## config.mk

```make
export PLATFORM = sky130hd
export DESIGN_NAME = parking_sensor_mode_and_beeper
export DESIGN_NICKNAME = d
export VERILOG_FILES = /design/src/rtl/psmb_pkg.sv /design/src/rtl/psmb_csr.sv /design/src/rtl/psmb_core.sv /design/src/rtl/parking_sensor_mode_and_beeper.sv
export VERILOG_INCLUDE_DIRS = /design/src /design/src/rtl
export SDC_FILE = /design/constraint.sdc
export NUM_CORES = 1
export LEC_CHECK = 0
export BUFFER_PORTS_ARGS = -buffer_cell sky130_fd_sc_hd__buf_2
export CAP_MARGIN = 20
export CORE_MARGIN = 2
export CORE_UTILIZATION = 65
export DETAILED_ROUTE_END_ITERATION = 6
export PLACE_DENSITY = 0.85
export SETUP_SLACK_MARGIN = 0.4
export SLEW_MARGIN = 5
export SYNTH_ARGS = -nofsm -noshare
export SYNTH_HDL_FRONTEND = slang
export SYNTH_HIERARCHICAL = 1
export SYNTH_SLANG_ARGS = --single-unit
```

## constraint.sdc

```tcl
create_clock -name clock -period 12.7 [get_ports clock]
set_input_delay 0 -clock clock [delete_from_list [all_inputs] [get_ports clock]]
set_output_delay 0 -clock clock [all_outputs]
set_load 0.05 [all_outputs]
```

## src/rtl/parking_sensor_mode_and_beeper_macros.svh

```systemverilog
// assertion macros for the parking sensor block
`ifndef PARKING_SENSOR_MODE_AND_BEEPER_MACROS_SVH
`define PARKING_SENSOR_MODE_AND_BEEPER_MACROS_SVH

`ifndef SYNTHESIS

// property that must hold at every clock edge outside reset
`define PSMB_ASSERT(lbl, clk, rst, prop, msg) \
   lbl: assert property (@(posedge clk) disable iff (rst) (prop)) else $error(msg);

// condition this cycle implies consequence next cycle
`define PSMB_ASSERT_NEXT(lbl, clk, rst, ante, cons, msg) \
   lbl: assert property (@(posedge clk) disable iff (rst) (ante) |=> (cons)) else $error(msg);

`else

`define PSMB_ASSERT(lbl, clk, rst, prop, msg)

`define PSMB_ASSERT_NEXT(lbl, clk, rst, ante, cons, msg)

`endif

`endif

```

## src/rtl/psmb_pkg.sv

```systemverilog
package psmb_pkg;

   typedef enum logic {
      OP_TICK    = 1'b0,
      OP_MEASURE = 1'b1
   } op_type;

   typedef enum logic [1:0] {
      MODE_SLOW   = 2'd0,
      MODE_MEDIUM = 2'd1,
      MODE_FAST   = 2'd2
   } mode_type;

   typedef enum logic [1:0] {
      CSR_TRIGGER_COUNT = 2'd0,
      CSR_FAST_TIMEOUT  = 2'd1,
      CSR_FAST_INTERVAL = 2'd2,
      CSR_SLOW_INTERVAL = 2'd3
   } csr_idx_type;

   localparam int unsigned DIST_W  = 9;
   localparam int unsigned CD_W    = 10;
   localparam int unsigned COUNT_W = 8;
   localparam int unsigned MS_W    = 16;
   localparam int unsigned WAIT_W  = 17;

   localparam logic [CD_W-1:0]   BEEP_MS    = 10'd20;
   localparam logic [CD_W-1:0]   RECHECK_MS = 10'd50;
   localparam logic [DIST_W-1:0] FAR_CM     = 9'd200;
   localparam logic [DIST_W-1:0] PARK_DIST_RESET = 9'd150;

   localparam logic [COUNT_W-1:0] TRIGGER_COUNT_RESET = 8'd3;
   localparam logic [MS_W-1:0]    FAST_TIMEOUT_RESET  = 16'd10000;
   localparam logic [MS_W-1:0]    FAST_INTERVAL_RESET = 16'd100;
   localparam logic [MS_W-1:0]    SLOW_INTERVAL_RESET = 16'd1000;

   typedef struct packed {
      op_type              opcode;
      logic [DIST_W-1:0]   dist_first;
      logic [DIST_W-1:0]   dist_second;
      logic [DIST_W-1:0]   dist_third;
      logic                ok_first;
      logic                ok_second;
      logic                ok_third;
   } req_type;

   typedef struct packed {
      logic                buzzer_level;
      logic                park_active;
      mode_type            mode;
      logic [DIST_W-1:0]   avg_distance;
      logic [WAIT_W-1:0]   wait_ms;
   } rsp_type;

   typedef struct packed {
      logic [COUNT_W-1:0]  trigger_count;
      logic [MS_W-1:0]     fast_timeout_ms;
      logic [MS_W-1:0]     fast_interval_ms;
      logic [MS_W-1:0]     slow_interval_ms;
   } cfg_type;

   // silent gap after a beep, zero means too far to beep
   function automatic logic [CD_W-1:0] silence_for(input logic [DIST_W-1:0] cm);
      logic [CD_W-1:0] gap;
      if (cm >= FAR_CM)       gap = 10'd0;
      else if (cm > 9'd120)   gap = 10'd800;
      else if (cm > 9'd90)    gap = 10'd500;
      else if (cm > 9'd70)    gap = 10'd400;
      else if (cm > 9'd50)    gap = 10'd300;
      else if (cm > 9'd30)    gap = 10'd200;
      else if (cm > 9'd20)    gap = 10'd120;
      else if (cm > 9'd12)    gap = 10'd60;
      else                    gap = 10'd25;
      return gap;
   endfunction

endpackage

```

## src/rtl/psmb_csr.sv

```systemverilog
module psmb_csr (
   input  logic                      clock,
   input  logic                      reset,
   input  logic                      csr_valid,
   output logic                      csr_ready,
   input  psmb_pkg::csr_idx_type     csr_index,
   input  logic [15:0]               csr_data,
   output psmb_pkg::cfg_type         cfg
);
   import psmb_pkg::*;

   cfg_type cfg_ff;
   cfg_type cfg_in;

   assign csr_ready = 1'b1;
   assign cfg       = cfg_ff;

   always_comb begin
      cfg_in = cfg_ff;
      if (csr_valid && csr_ready) begin
         case (csr_index)
            CSR_TRIGGER_COUNT: cfg_in.trigger_count    = csr_data[COUNT_W-1:0];
            CSR_FAST_TIMEOUT:  cfg_in.fast_timeout_ms  = csr_data[MS_W-1:0];
            CSR_FAST_INTERVAL: cfg_in.fast_interval_ms = csr_data[MS_W-1:0];
            CSR_SLOW_INTERVAL: cfg_in.slow_interval_ms = csr_data[MS_W-1:0];
            default:           cfg_in = cfg_ff;
         endcase
      end
   end

   always_ff @(posedge clock) begin
      if (reset) begin
         cfg_ff.trigger_count    <= TRIGGER_COUNT_RESET;
         cfg_ff.fast_timeout_ms  <= FAST_TIMEOUT_RESET;
         cfg_ff.fast_interval_ms <= FAST_INTERVAL_RESET;
         cfg_ff.slow_interval_ms <= SLOW_INTERVAL_RESET;
      end else begin
         cfg_ff <= cfg_in;
      end
   end

endmodule

```

## src/rtl/psmb_core.sv

```systemverilog
`include "parking_sensor_mode_and_beeper_macros.svh"

module psmb_core (
   input  logic                clock,
   input  logic                reset,
   input  logic                fire,
   input  psmb_pkg::req_type   item,
   input  psmb_pkg::cfg_type   cfg,
   output psmb_pkg::rsp_type   result
);
   import psmb_pkg::*;

   // multiply by 683 and drop 11 bits: exact divide by 3 below 2048
   localparam logic [20:0] DIV3_MUL   = 21'd683;
   localparam int unsigned DIV3_SHIFT = 11;

   logic                beep_on_ff,   beep_on_in;
   logic [CD_W-1:0]     beep_cd_ff,   beep_cd_in;
   logic                park_en_ff,   park_en_in;
   logic [DIST_W-1:0]   park_dist_ff, park_dist_in;
   logic [COUNT_W-1:0]  succ_ff,      succ_in;
   logic                medium_ff,    medium_in;
   logic                fast_ff,      fast_in;
   logic [MS_W-1:0]     elapsed_ff,   elapsed_in;

   logic [10:0]         dist_sum;
   logic [20:0]         div_prod;
   logic [DIST_W-1:0]   avg;
   logic                all_ok;
   logic [CD_W-1:0]     cd_dec;
   logic [CD_W-1:0]     gap;
   logic [COUNT_W-1:0]  succ_next;

   assign dist_sum = 11'(item.dist_first) + 11'(item.dist_second) + 11'(item.dist_third);
   assign div_prod = 21'(dist_sum) * DIV3_MUL;
   assign avg      = div_prod[DIV3_SHIFT +: DIST_W];
   assign all_ok   = item.ok_first && item.ok_second && item.ok_third;
   assign cd_dec   = (beep_cd_ff != '0) ? beep_cd_ff - 10'd1 : beep_cd_ff;
   assign gap      = silence_for(park_dist_ff);
   assign succ_next = (succ_ff != '1) ? succ_ff + 8'd1 : succ_ff;

   always_comb begin
      beep_on_in   = beep_on_ff;
      beep_cd_in   = beep_cd_ff;
      park_en_in   = park_en_ff;
      park_dist_in = park_dist_ff;
      succ_in      = succ_ff;
      medium_in    = medium_ff;
      fast_in      = fast_ff;
      elapsed_in   = elapsed_ff;
      if (fire) begin
         if (item.opcode == OP_TICK) begin
            if (fast_ff && (elapsed_ff != '1)) begin
               elapsed_in = elapsed_ff + 16'd1;
            end
            beep_cd_in = cd_dec;
            if (!park_en_ff) begin
               beep_on_in = 1'b0;
            end else if (cd_dec == '0) begin
               if (gap == '0) begin
                  beep_on_in = 1'b0;
                  beep_cd_in = RECHECK_MS;
               end else if (beep_on_ff) begin
                  beep_on_in = 1'b0;
                  beep_cd_in = gap;
               end else begin
                  beep_on_in = 1'b1;
                  beep_cd_in = BEEP_MS;
               end
            end
         end else begin
            if (all_ok) begin
               medium_in    = 1'b1;
               park_dist_in = avg;
               succ_in      = succ_next;
               if (!fast_ff && (succ_next >= cfg.trigger_count)) begin
                  medium_in  = 1'b0;
                  fast_in    = 1'b1;
                  park_en_in = 1'b1;
                  elapsed_in = '0;
               end else if (fast_ff) begin
                  elapsed_in = '0;
               end
            end else begin
               succ_in   = '0;
               medium_in = 1'b0;
            end
            // timeout is judged after the success handling
            if (fast_in && (elapsed_in >= cfg.fast_timeout_ms)) begin
               fast_in    = 1'b0;
               succ_in    = '0;
               park_en_in = 1'b0;
               beep_on_in = 1'b0;
            end
         end
      end
   end

   always_comb begin
      result.buzzer_level = beep_on_in;
      result.park_active  = park_en_in;
      result.avg_distance = park_dist_in;
      if (fast_in) begin
         result.mode    = MODE_FAST;
         result.wait_ms = WAIT_W'(cfg.fast_interval_ms);
      end else if (medium_in) begin
         result.mode    = MODE_MEDIUM;
         result.wait_ms = {cfg.fast_interval_ms, 1'b0};
      end else begin
         result.mode    = MODE_SLOW;
         result.wait_ms = WAIT_W'(cfg.slow_interval_ms);
      end
   end

   always_ff @(posedge clock) begin
      if (reset) begin
         beep_on_ff   <= 1'b0;
         beep_cd_ff   <= '0;
         park_en_ff   <= 1'b0;
         park_dist_ff <= PARK_DIST_RESET;
         succ_ff      <= '0;
         medium_ff    <= 1'b0;
         fast_ff      <= 1'b0;
         elapsed_ff   <= '0;
      end else begin
         beep_on_ff   <= beep_on_in;
         beep_cd_ff   <= beep_cd_in;
         park_en_ff   <= park_en_in;
         park_dist_ff <= park_dist_in;
         succ_ff      <= succ_in;
         medium_ff    <= medium_in;
         fast_ff      <= fast_in;
         elapsed_ff   <= elapsed_in;
      end
   end

   `PSMB_ASSERT(a_park_tracks_fast, clock, reset, park_en_ff == fast_ff, "park beeping out of step with fast mode")
   `PSMB_ASSERT(a_beep_needs_park, clock, reset, !beep_on_ff || park_en_ff, "buzzer on while park beeping disabled")
   `PSMB_ASSERT(a_countdown_range, clock, reset, beep_cd_ff <= 10'd800, "beep countdown beyond longest gap")

endmodule

```

## src/rtl/parking_sensor_mode_and_beeper.sv

```systemverilog
// parking sensor mode control and park beeper
// a taken request beat is offered on rsp once it has moved into a free result slot
// throughput: one beat per cycle while the result slot is free, set by the
//   single-pass update between the input register and the result register
// reset: synchronous active-high, clears both stages and all mode state, loads
//   register defaults (trigger 3, timeout 10000, fast 100, slow 1000)
`include "parking_sensor_mode_and_beeper_macros.svh"

module parking_sensor_mode_and_beeper (
   input  logic                    clock,
   input  logic                    reset,
   // request channel
   input  logic                    req_valid,
   output logic                    req_stall,
   input  psmb_pkg::req_type       req_data,
   // result channel
   output logic                    rsp_valid,
   input  logic                    rsp_stall,
   output psmb_pkg::rsp_type       rsp_data,
   // register writes
   input  logic                    csr_valid,
   output logic                    csr_ready,
   input  psmb_pkg::csr_idx_type   csr_index,
   input  logic [15:0]             csr_data
);
   import psmb_pkg::*;

   // input stage holds one request beat
   logic     in_valid_ff, in_valid_in;
   req_type  in_data_ff,  in_data_in;

   // result stage, kept apart from the input so a waiting beat does not block intake
   logic     out_valid_ff, out_valid_in;
   rsp_type  out_data_ff,  out_data_in;

   logic     out_free;
   logic     fire;
   logic     req_take;
   cfg_type  cfg;
   rsp_type  core_result;

   // result slot free when empty or being drained this cycle
   assign out_free  = !out_valid_ff || !rsp_stall;
   // the held request moves through the update logic into the result slot
   assign fire      = in_valid_ff && out_free;
   // only back-pressure when the held beat cannot move on
   assign req_stall = in_valid_ff && !out_free;
   assign req_take  = req_valid && !req_stall;

   psmb_csr u_csr (
      .clock     (clock),
      .reset     (reset),
      .csr_valid (csr_valid),
      .csr_ready (csr_ready),
      .csr_index (csr_index),
      .csr_data  (csr_data),
      .cfg       (cfg)
   );

   psmb_core u_core (
      .clock  (clock),
      .reset  (reset),
      .fire   (fire),
      .item   (in_data_ff),
      .cfg    (cfg),
      .result (core_result)
   );

   always_comb begin
      in_valid_in = in_valid_ff;
      in_data_in  = in_data_ff;
      if (req_take) begin
         in_valid_in = 1'b1;
         in_data_in  = req_data;
      end else if (fire) begin
         in_valid_in = 1'b0;
      end
   end

   always_comb begin
      out_valid_in = out_valid_ff;
      out_data_in  = out_data_ff;
      if (fire) begin
         out_valid_in = 1'b1;
         out_data_in  = core_result;
      end else if (!rsp_stall) begin
         out_valid_in = 1'b0;
      end
   end

   always_ff @(posedge clock) begin
      if (reset) begin
         in_valid_ff  <= 1'b0;
         out_valid_ff <= 1'b0;
      end else begin
         in_valid_ff  <= in_valid_in;
         out_valid_ff <= out_valid_in;
      end
   end

   // payload registers, no reset needed
   always_ff @(posedge clock) begin
      in_data_ff  <= in_data_in;
      out_data_ff <= out_data_in;
   end

   assign rsp_valid = out_valid_ff;
   assign rsp_data  = out_data_ff;

   `PSMB_ASSERT(a_stall_needs_item, clock, reset, !req_stall || in_valid_ff, "stall with no held beat")
   `PSMB_ASSERT_NEXT(a_fire_gives_result, clock, reset, fire, out_valid_ff, "processed beat lost")
   `PSMB_ASSERT_NEXT(a_rsp_held, clock, reset, rsp_valid && rsp_stall, rsp_valid && $stable(rsp_data), "stalled result beat changed")

endmodule

```

* After elaboration in Yosys (flattened, before gate mapping)
Cells that the tools add are included.
Cells by class: $add $sub $neg 5, multiply operators 1, order comparisons 10, equal/unequal tests 6, muxes and demuxes 56, bitwise gates (word level) 2, reduce and logical (&&, ||, !) cells 28
Operator list (count):
- 2-to-1 mux 16 bit | 9
- 2-to-1 mux 10 bit | 12
- 2-to-1 mux 1 bit | 28
- greater-than comparator 9 x 7 -> 1 bit, second input constant | 3
- 2-to-1 mux 9 bit | 3
- 2-to-1 mux 8 bit | 3
- zero test 10 bit | 2
- multiplier 11 x 10 -> 20 bit, second input constant | 1
- greater-than comparator 9 x 5 -> 1 bit, second input constant | 2
- adder 16 x 1 -> 16 bit, second input constant | 1
- >= comparator 16 bit | 1
- != test 16 bit, second input constant | 1
- AND reduction 2 bit | 7
- adder 11 x 9 -> 11 bit | 1
- adder 9 x 9 -> 10 bit | 1
- nonzero test 10 bit | 1
- subtractor 10 x 1 -> 10 bit, second input constant | 1
- >= comparator 9 x 8 -> 1 bit, second input constant | 1
- greater-than comparator 9 x 4 -> 1 bit, second input constant | 1
- greater-than comparator 9 x 6 -> 1 bit, second input constant | 1
- adder 8 x 1 -> 8 bit, second input constant | 1
- >= comparator 8 bit | 1
- logical AND 1 bit | 8
- != test 8 bit, second input constant | 1
- other kinds (10) | 17
Word-level totals: register bits 166, bits of input ports 54, output and inout port bits 33, word-level logic and storage cells 135

* Depth between registers and ports, before layout
Gate-level depths: netlist (run 1).
depth in word-level cells 15, mapped depth 29, depth with buffers taken out 29

* Modules after synthesis
Netlist (run 1), hierarchy kept.
By module, submodules not included:
- psmb_core | times used 1, cells each 851, area each 6662.6 um2, sequential area each 940.9 um2
- psmb_csr | times used 1, cells each 219, area each 2289.7 um2, sequential area each 1121.1 um2
- parking_sensor_mode_and_beeper | times used 1, cells each 71, area each 1918.1 um2, sequential area each 1871.8 um2

* Least setup slack after synthesis (run 1)
No wires, ideal clock.
kind reg-to-reg, start register in_data_ff[4] in the netlist's numbering, end register out_data_ff, in the netlist rsp_data[24] (data pin), library setup time 263 ps, arrival time 6174 ps, required time 12437 ps, path slack 6263 ps, cell stages (with the launch flop) 29, path buffers 0, period minus slack after synthesis 6437 ps, path through edfxtp_1 inv_1 fa_1 inv_1 ha_1 fa_1 a21o_1 a21oi_1 nor2b_1 o21a_1 nor2_1 xnor2_1 inv_2 xnor2_1 ha_1 inv_1 fa_1 inv_1 fa_1 inv_1 fa_1 inv_1 ha_1 and4_1 o211ai_1 a21oi_1 nor4_1 or4_1 nand3_1
RTL lines:
- from (decl) | line parking_sensor_mode_and_beeper.sv:30 | req_type in_data_ff, in_data_in;
- from (signal assigned) | line parking_sensor_mode_and_beeper.sv:103 | in_data_ff <= in_data_in;
- to (signal assigned) | line parking_sensor_mode_and_beeper.sv:104 | out_data_ff <= out_data_in;
- to (decl) | line parking_sensor_mode_and_beeper.sv:34 | rsp_type out_data_ff, out_data_in;

==> out/results.txt, run 1 <==
Pwr/cell area: 281 nW/um^2
Cell taking the most area after synthesis: dfxtp_1
Global route overflow: 0
CTS tree: yes
Slew @ Worst Pin: 1060 ps
Setup violators final: 0
Psw: 1.69 mW
Largest net degree at the start of global routing: 70
Lkg Pwr: 5.34 nW
Area grow syn2layout: 15.0%
Final Hold Vio Count: 0
CTS Root Cell: clkbuf_16
Yosys warns: 6
FFs w/ async S/R, synth: 0%
Max Root-Sink Buffers: 2
Worst slew margin: 29.3%
IO buf count: 85
Share of cells above drive strength 1: 11.5%
Per-cell routed wire length: 18.3 um
RSZ-0062 raised after global routing: false
NumNets Final: 1434
CP endpoint kind: flop
Sequential Power Share: 17.0%
Net Sw Frac: 48.2%
Period utilization: 58.1%
GPL Wtd Cong: 0.852
Fmax: 136 MHz
Finished Layout Cells: 1489
Horiz. Die Dim: 133 um
Yosys cell types: 74
Post-synth top flop: dfxtp_1
Final instance area: 12500 sq um
R2R setup slack: 5320 ps
EDFF count, synth: 61
Yosys top cell area share: 19.3%
Final TNS setup: 0 ps
Via count of the first global-routing pass: 8944
Num Clock Sinks: 166
Tmin final: 7380 ps
Comb power frac: 68.4%
Worst min-delay path class: in2reg
Status: completed
CP Data Required Time: 12880 ps
DRT iter0 DRCs: 732
Worst skew pair latency: 460 ps
Die ar.: 17800 sq um
Tot Pwr: 3.51 mW
DRT antenna net count: 0
Synthesized net count: 1321
Post-Syn Instances: 1141
Seq/Total Area, Yosys: 36.2%
CP max FO: 6
Setup WS pre-CTS: 5590 ps
First-pass GRT wire length: 44000 um
Layout Utilization: 75.9%
Post-Route WL: 27300 um
Startpoint types: flop
Routed vias: 9171
FF+latch count, synth: 166
Final Max Slew Viols: 0
Top cells by area, synth: dfxtp_1, edfxtp_1, ha_1
Int Pwr: 1.82 mW
Post-DP Area: 11400 sq um
Avg Inst Size Synth: 9.53 sq um
Die height: 133 um
Total CTS buffers: 17
Core ar.: 16500 sq um
Setup repair bufs after CTS: 0
Mapped Area: 10900 sq um
Drt via density: 6.16
Final WS setup: 5320 ps
Crit path kind: reg2reg
DR pass1 iterations: 7
Max VDD drop: 348 uV
MaxCap Viol Count: 0
Arr. time, crit path: 7560 ps
Initial antenna violation count: 2
Tot GR Track Use: 31.1%
Clock skew: 22.3 ps
I/O pins: 87
Clk slew on worst S/H paths: 90 ps
Residual DRC: 0
Std cell rows: 47
WHS: 23.9 ps
CTS HTree Levels: 4
Initial Utilization: 66.0%
Inst Count DP: 1403
Dpl hpwl: 17500 um
Clock power frac: 14.6%
[Yosys cell counts (all sizes together), types with 3 or more instances]
cell type	n
clkbuf	31
a22oi	16
xnor2	16
and2	5
a21o	12
or2	8
dfxtp	105
ha	94
o211ai	28
nor3b	5
or3	13
a211o	3
buf	21
or4	5
nand3	42
and3	12
edfxtp	61
xor2	8
mux2	15
nand4	27
mux2i	61
nor3	21
nor2b	23
nand2	61
a311oi	9
nor2	87
a21oi	48
inv	86
nand2b	64
o22ai	6
a211oi	15
fa	32
nand3b	4
nor4	6
o21a	15
o21ai	34
a31oi	9
[flip-flops by register name, indices dropped and copies added (netlist names), 8 cells and up]
signal	cells
rsp_data	30
in_data_ff	31
u_core/beep_cd_ff	10
u_core/elapsed_ff	16
u_core/park_dist_ff	9
u_csr/cfg	56
u_core/succ_ff	8
[area by class of cell]
| class | count | area, sq um |
|---|---|---|
| clock buffer | 18 | 429 |
| antenna | 2 | 5.00 |
| timing repair buffer | 146 | 1010 |
| inverter | 86 | 323 |
| fill | 1075 | 3970 |
| sequential | 166 | 3930 |
| tap | 220 | 275 |
| multi-input combinational | 837 | 6380 |
| clock inverter | 14 | 138 |
[cell families (layout without fill, tap and decap cells)]
| group | Yosys count | in the layout | share of synthesized area [%] |
|---|---|---|---|
| other | 1 | 3 | 0.0345 |
| xor gates and xnor gates | 24 | 24 | 1.93 |
| buffers and inverters | 138 | 264 | 5.29 |
| muxes | 76 | 76 | 7.17 |
| DFF | 166 | 166 | 36.2 |
| AOI/OAI and AO/OA | 219 | 219 | 13.6 |
| adders and majority gates | 126 | 126 | 16.7 |
| and+or+nand+nor | 391 | 391 | 19.0 |
[placed cells by master (no fill, tap or decap), drive strengths merged, types with 4 or more instances in the layout]
cell type,instances
xnor2,16
buf,96
nand3,42
o211ai,28
a31oi,9
a21o,12
fa,32
nand2b,64
xor2,8
nand4,27
mux2,15
mux2i,61
nor3b,5
edfxtp,61
nor4,6
or4,5
nor2b,23
nand3b,4
a211oi,15
or3,13
clkbuf,18
inv,95
o21a,15
or2,8
and2,5
dlygate4sd3,50
a311oi,9
o22ai,6
and3,12
a21oi,48
o21ai,34
a22oi,16
ha,94
dfxtp,105
nand2,61
nor3,21
nor2,87
[worst max-delay path: stages, from the launching register on]
cell	delay (ps)
edfxtp_1	420
fa_1	550
ha_1	320
a21oi_1	230
o21ai_1	160
o221ai_1	300
nor2b_1	270
xor2_1	460
inv_1	140
ha_1	360
ha_1	290
inv_1	60
fa_1	530
inv_1	50
fa_1	500
inv_1	60
fa_1	530
inv_1	50
ha_1	290
and4_1	210
o211ai_1	150
a21oi_1	180
nor4_1	710
or4_1	230
nand3_1	70
[worst paths after layout]
check	start	endpoint	cells after the start
min	reset	rsp_valid	2
min reg2reg	u_csr/cfg[37]	u_csr/cfg[37]	2
max reg2reg	in_data_ff[5]	rsp_data[24]	24
max	in_data_ff[5]	rsp_data[24]	24
[layer usage]
layer	track usage [%]	wire length, um	part of all wire, %
met5	0	0	0
met4	12.8	694	2.5
met3	5.29	1860	6.8
met2	53.4	13500	49
met1	39.1	11300	41
[power groups by stage]
stage | Clock, mW | Sequential (mW) | Combinational (mW)
after floorplan | 0 | 0.622 | 1.79
after global placement | 0 | 0.609 | 2.20
after detailed placement | 0 | 0.610 | 2.30
after CTS | 0.507 | 0.598 | 2.38
after global routing | 0.534 | 0.602 | 2.75
final | 0.511 | 0.599 | 2.40
[timing repair]
| item | in CTS | in global routing |
|---|---|---|
| setup endpoints to repair | 0 | 0 |
| gates resized for setup | 0 | 0 |
| endpoints found under the hold margin | 89 | 0 |
| hold buffers | 50 | 0 |
Note: power is estimated with default switching activity, not from simulation.
==> run 2: changes to the inputs <==
Settings changed: ABC_AREA from default to 1, CORE_UTILIZATION 65 to 61, PLACE_DENSITY 0.85 to 0.8.
Clock period 12.7 ns to 7.1 ns, I/O delays scaled along.
==> run 2 against run 1 <==
  * Final area grew 2.2%
  * Via count rose by 7.5%
  * Setup slack got worse by 4800 ps
  * Core utilization shrank 2.1 points
  * Hold slack improved by 45 ps
  * Sequential share of layout area fell by 0.66 points
  * Highest routed layer unchanged
  * Global-route usage shrank 1.6 points
  * Register-to-register slack lost 4800 ps
  * Area after synthesis decreased by 0.55%
==> out/results.txt, run 2 <==
Worst min-delay path class: in2reg
CP endpoint kind: flop
Final instance area: 12800 sq um (+2.2%)
Setup violators final: 0 (unchanged)
Period utilization: 93.3% (+35 points)
Max Root-Sink Buffers: 2 (unchanged)
FF/Latch Area: 3930 sq um (unchanged)
Startpoint types: flop
Filler cell count: 1239 (+15%)
Crit path kind: reg2reg
CTS tree: yes
Tmin final: 6620 ps (-755 ps)
GPL Wtd Cong: 0.909 (+6.7%)
Setup WS pre-CTS: 311 ps (-5280 ps)
Worst skew pair latency: 440 ps (-20 ps)
Clock skew: 13.2 ps (-9.08 ps)
Yosys top cell area share: 19.4% (+0.11 points)
Slowest cell on crit path: fa_1
Die height: 137 um (+2.9%)
Tot GR Track Use: 29.5% (-1.6 points)
Dpl hpwl: 17800 um (+1.7%)
Largest stage delay, worst path: 570 ps (-140 ps)
WHS: 69.0 ps (+45.1 ps)
Fmax: 151 MHz (+11%)
Slew @ Worst Pin: 1030 ps (-27.6 ps)
Status: completed
CTS HTree Levels: 4 (unchanged)
Area grow syn2layout: 18.1%
Ant. Diodes: 0 (-2)
Avg Inst Size Synth: 7.69 sq um (-19%)
Final TNS setup: 0 ps (unchanged)
Most common cell after layout, fill and taps aside: nand2_1
Initial antenna violation count: 0 (-2)
Final WS setup: 476 ps (-4850 ps)
Cell taking the most area after synthesis: dfxtp_1
Post-Route WL: 28100 um (+2.9%)
DRT antenna net count: 0 (unchanged)
Post-synth top flop: dfxtp_1
Final Max Slew Viols: 0 (unchanged)
Per-cell routed wire length: 15.9 um (-13%)
EDFF count, synth: 61 (unchanged)
CP Data Required Time: 7280 ps (-5600 ps)
Horiz. Die Dim: 137 um (+2.9%)
Post-DP Area: 11400 sq um (-0.32%)
Clk slew on worst S/H paths: 80 ps (about the same)
Share of cells above drive strength 1: 12.6% (+1.1 points)
Yosys warns: 6 (unchanged)
Multi-input logic area: 5930 sq um (-7.1%)
Via count of the first global-routing pass: 9405 (+5.2%)
Arr. time, crit path: 6800 ps (-760 ps)
DRT iter0 DRCs: 837 (+14%)
Worst path most repeated cell: inv_1
FF+latch count, synth: 166 (unchanged)
Max reg flops: 56 (unchanged)
Routed vias: 9855 (+7.5%)
Initial Utilization: 62.5% (-3.5 points)
Std cell rows: 48 (+2.1%)
Drt via density: 5.56 (-9.7%)
Total CTS buffers: 17 (unchanged)
Residual DRC: 0 (unchanged)
CTS Root Cell: clkbuf_16
NumNets Final: 1713 (+19%)
Seq/Total Area, Yosys: 36.4% (+0.20 points)
Count leader, synth: nand2_1
RSZ-0062 raised after global routing: false
Num Clock Sinks: 166 (unchanged)
Global route overflow: 0 (unchanged)
IO buf count: 85 (unchanged)
Die ar.: 18800 sq um (+5.8%)
I/O pins: 87 (unchanged)
Worst slew margin: 31.2% (+1.9 points)
Post-Syn Instances: 1405 (+23%)
Top post-synthesis cells by count: nand2_1, inv_1, nor2_1, dfxtp_1, ha_1
Largest net degree at the start of global routing: 36 (-49%)
Synthesized net count: 1585 (+20%)
Final Hold Vio Count: 0 (unchanged)
DR pass1 iterations: 5 (-2)
CP max FO: 4 (-2)
Yosys cell types: 48 (-35%)
Top cells by area, synth: dfxtp_1, edfxtp_1, ha_1
Mapped Area: 10800 sq um (-0.55%)
Core ar.: 17300 sq um (+5.0%)
MaxCap Viol Count: 0 (unchanged)
FFs w/ async S/R, synth: 0% (unchanged)
Most frequent cells in the layout: nand2_1, inv_1, nor2_1, dfxtp_1, ha_1
First-pass GRT wire length: 43700 um (-0.77%)
run 2: changes by cell type after synthesis, moves of 15 or more:
cell      previous run  this run
nand2b_1            64         0
inv_1               82       235
mux2_1              15         0
a21oi_1             47        78
a211oi_1            15         0
nor2_1              87       156
nor2b_1             23         0
nand3_1             40        87
mux2i_1             61         0
nand2_1             61       306
o21ai_0             14        63
nand4_1             27         9
xor2_1               8        24
a22oi_1             16         1
run 2: cell type report:
type,instances,area share (%)
Timing Repair Buffer,152,8.41
Clock buffer,18,3.36
Clock inverter,14,1.84
Inverter,236,6.94
Sequential cell,166,30.8
Tap cell,225,2.21
Multi-Input combinational cell,960,46.4
run 2: final timing paths:
path | start | to | slack [ps] | cells past startpoint
min | csr_valid | u_csr/cfg[52] | 70 | 3
max reg2reg | in_data_ff[6] | rsp_data[20] | 480 | 26
max | in_data_ff[6] | rsp_data[20] | 480 | 26
min reg2reg | u_csr/cfg[5] | u_csr/cfg[5] | 480 | 2
run 2: routing by layer:
layer	global-route usage, %	up-vias	routed length, um
li1	-	4761	-
met1	35.2	4600	11300
met2	51.3	407	14000
met3	6.15	87	1800
met4	12.8	0	1080
met5	0	-	0
run 2: kinds of logic after synthesis:
family	count (synthesis)	share of synthesized area, %
AND/OR/NAND/NOR	605	23.9
flip-flops	166	36.4
XOR/XNOR	32	2.59
AO/OA/AOI/OAI	195	10.1
adder cells (fa/ha/maj)	126	16.8
buffers and inverters	279	10.1
other	1	0.0347
multiplexers	1	0.104
run 2: through the flow:
stage | std cells | util [%]
after floorplan | 1405 | -
after global placement | 1679 | 65.7
after detailed placement | 1679 | 65.7
after CTS | 1766 | 72.8
after global routing | 1771 | 73.8
final | 1771 | 73.8
run 2: what timing repair did:
action / 4_1_cts / 5_1_grt
gates resized for setup: 2 / 30
pin swaps: 0 / 11
buffers inserted: 0 / 4
hold buffers: 55 / 0
setup endpoints to repair: 6 / 17
endpoints found under the hold margin: 89 / 0
run 2: worst max-delay path, delay by kind of cell (launching register included):
family                   cells  cell delay, ps
AO/OA/AOI/OAI                7            1320
XOR/XNOR                     2             360
adder cells (fa/ha/maj)      8            3520
buffers and inverters        6             360
flip-flops                   1             400
AND/OR/NAND/NOR              3             400
Power of run 2 is not shown: default switching activity piles up to over one toggle a cycle in this logic, so the estimate is an artifact.
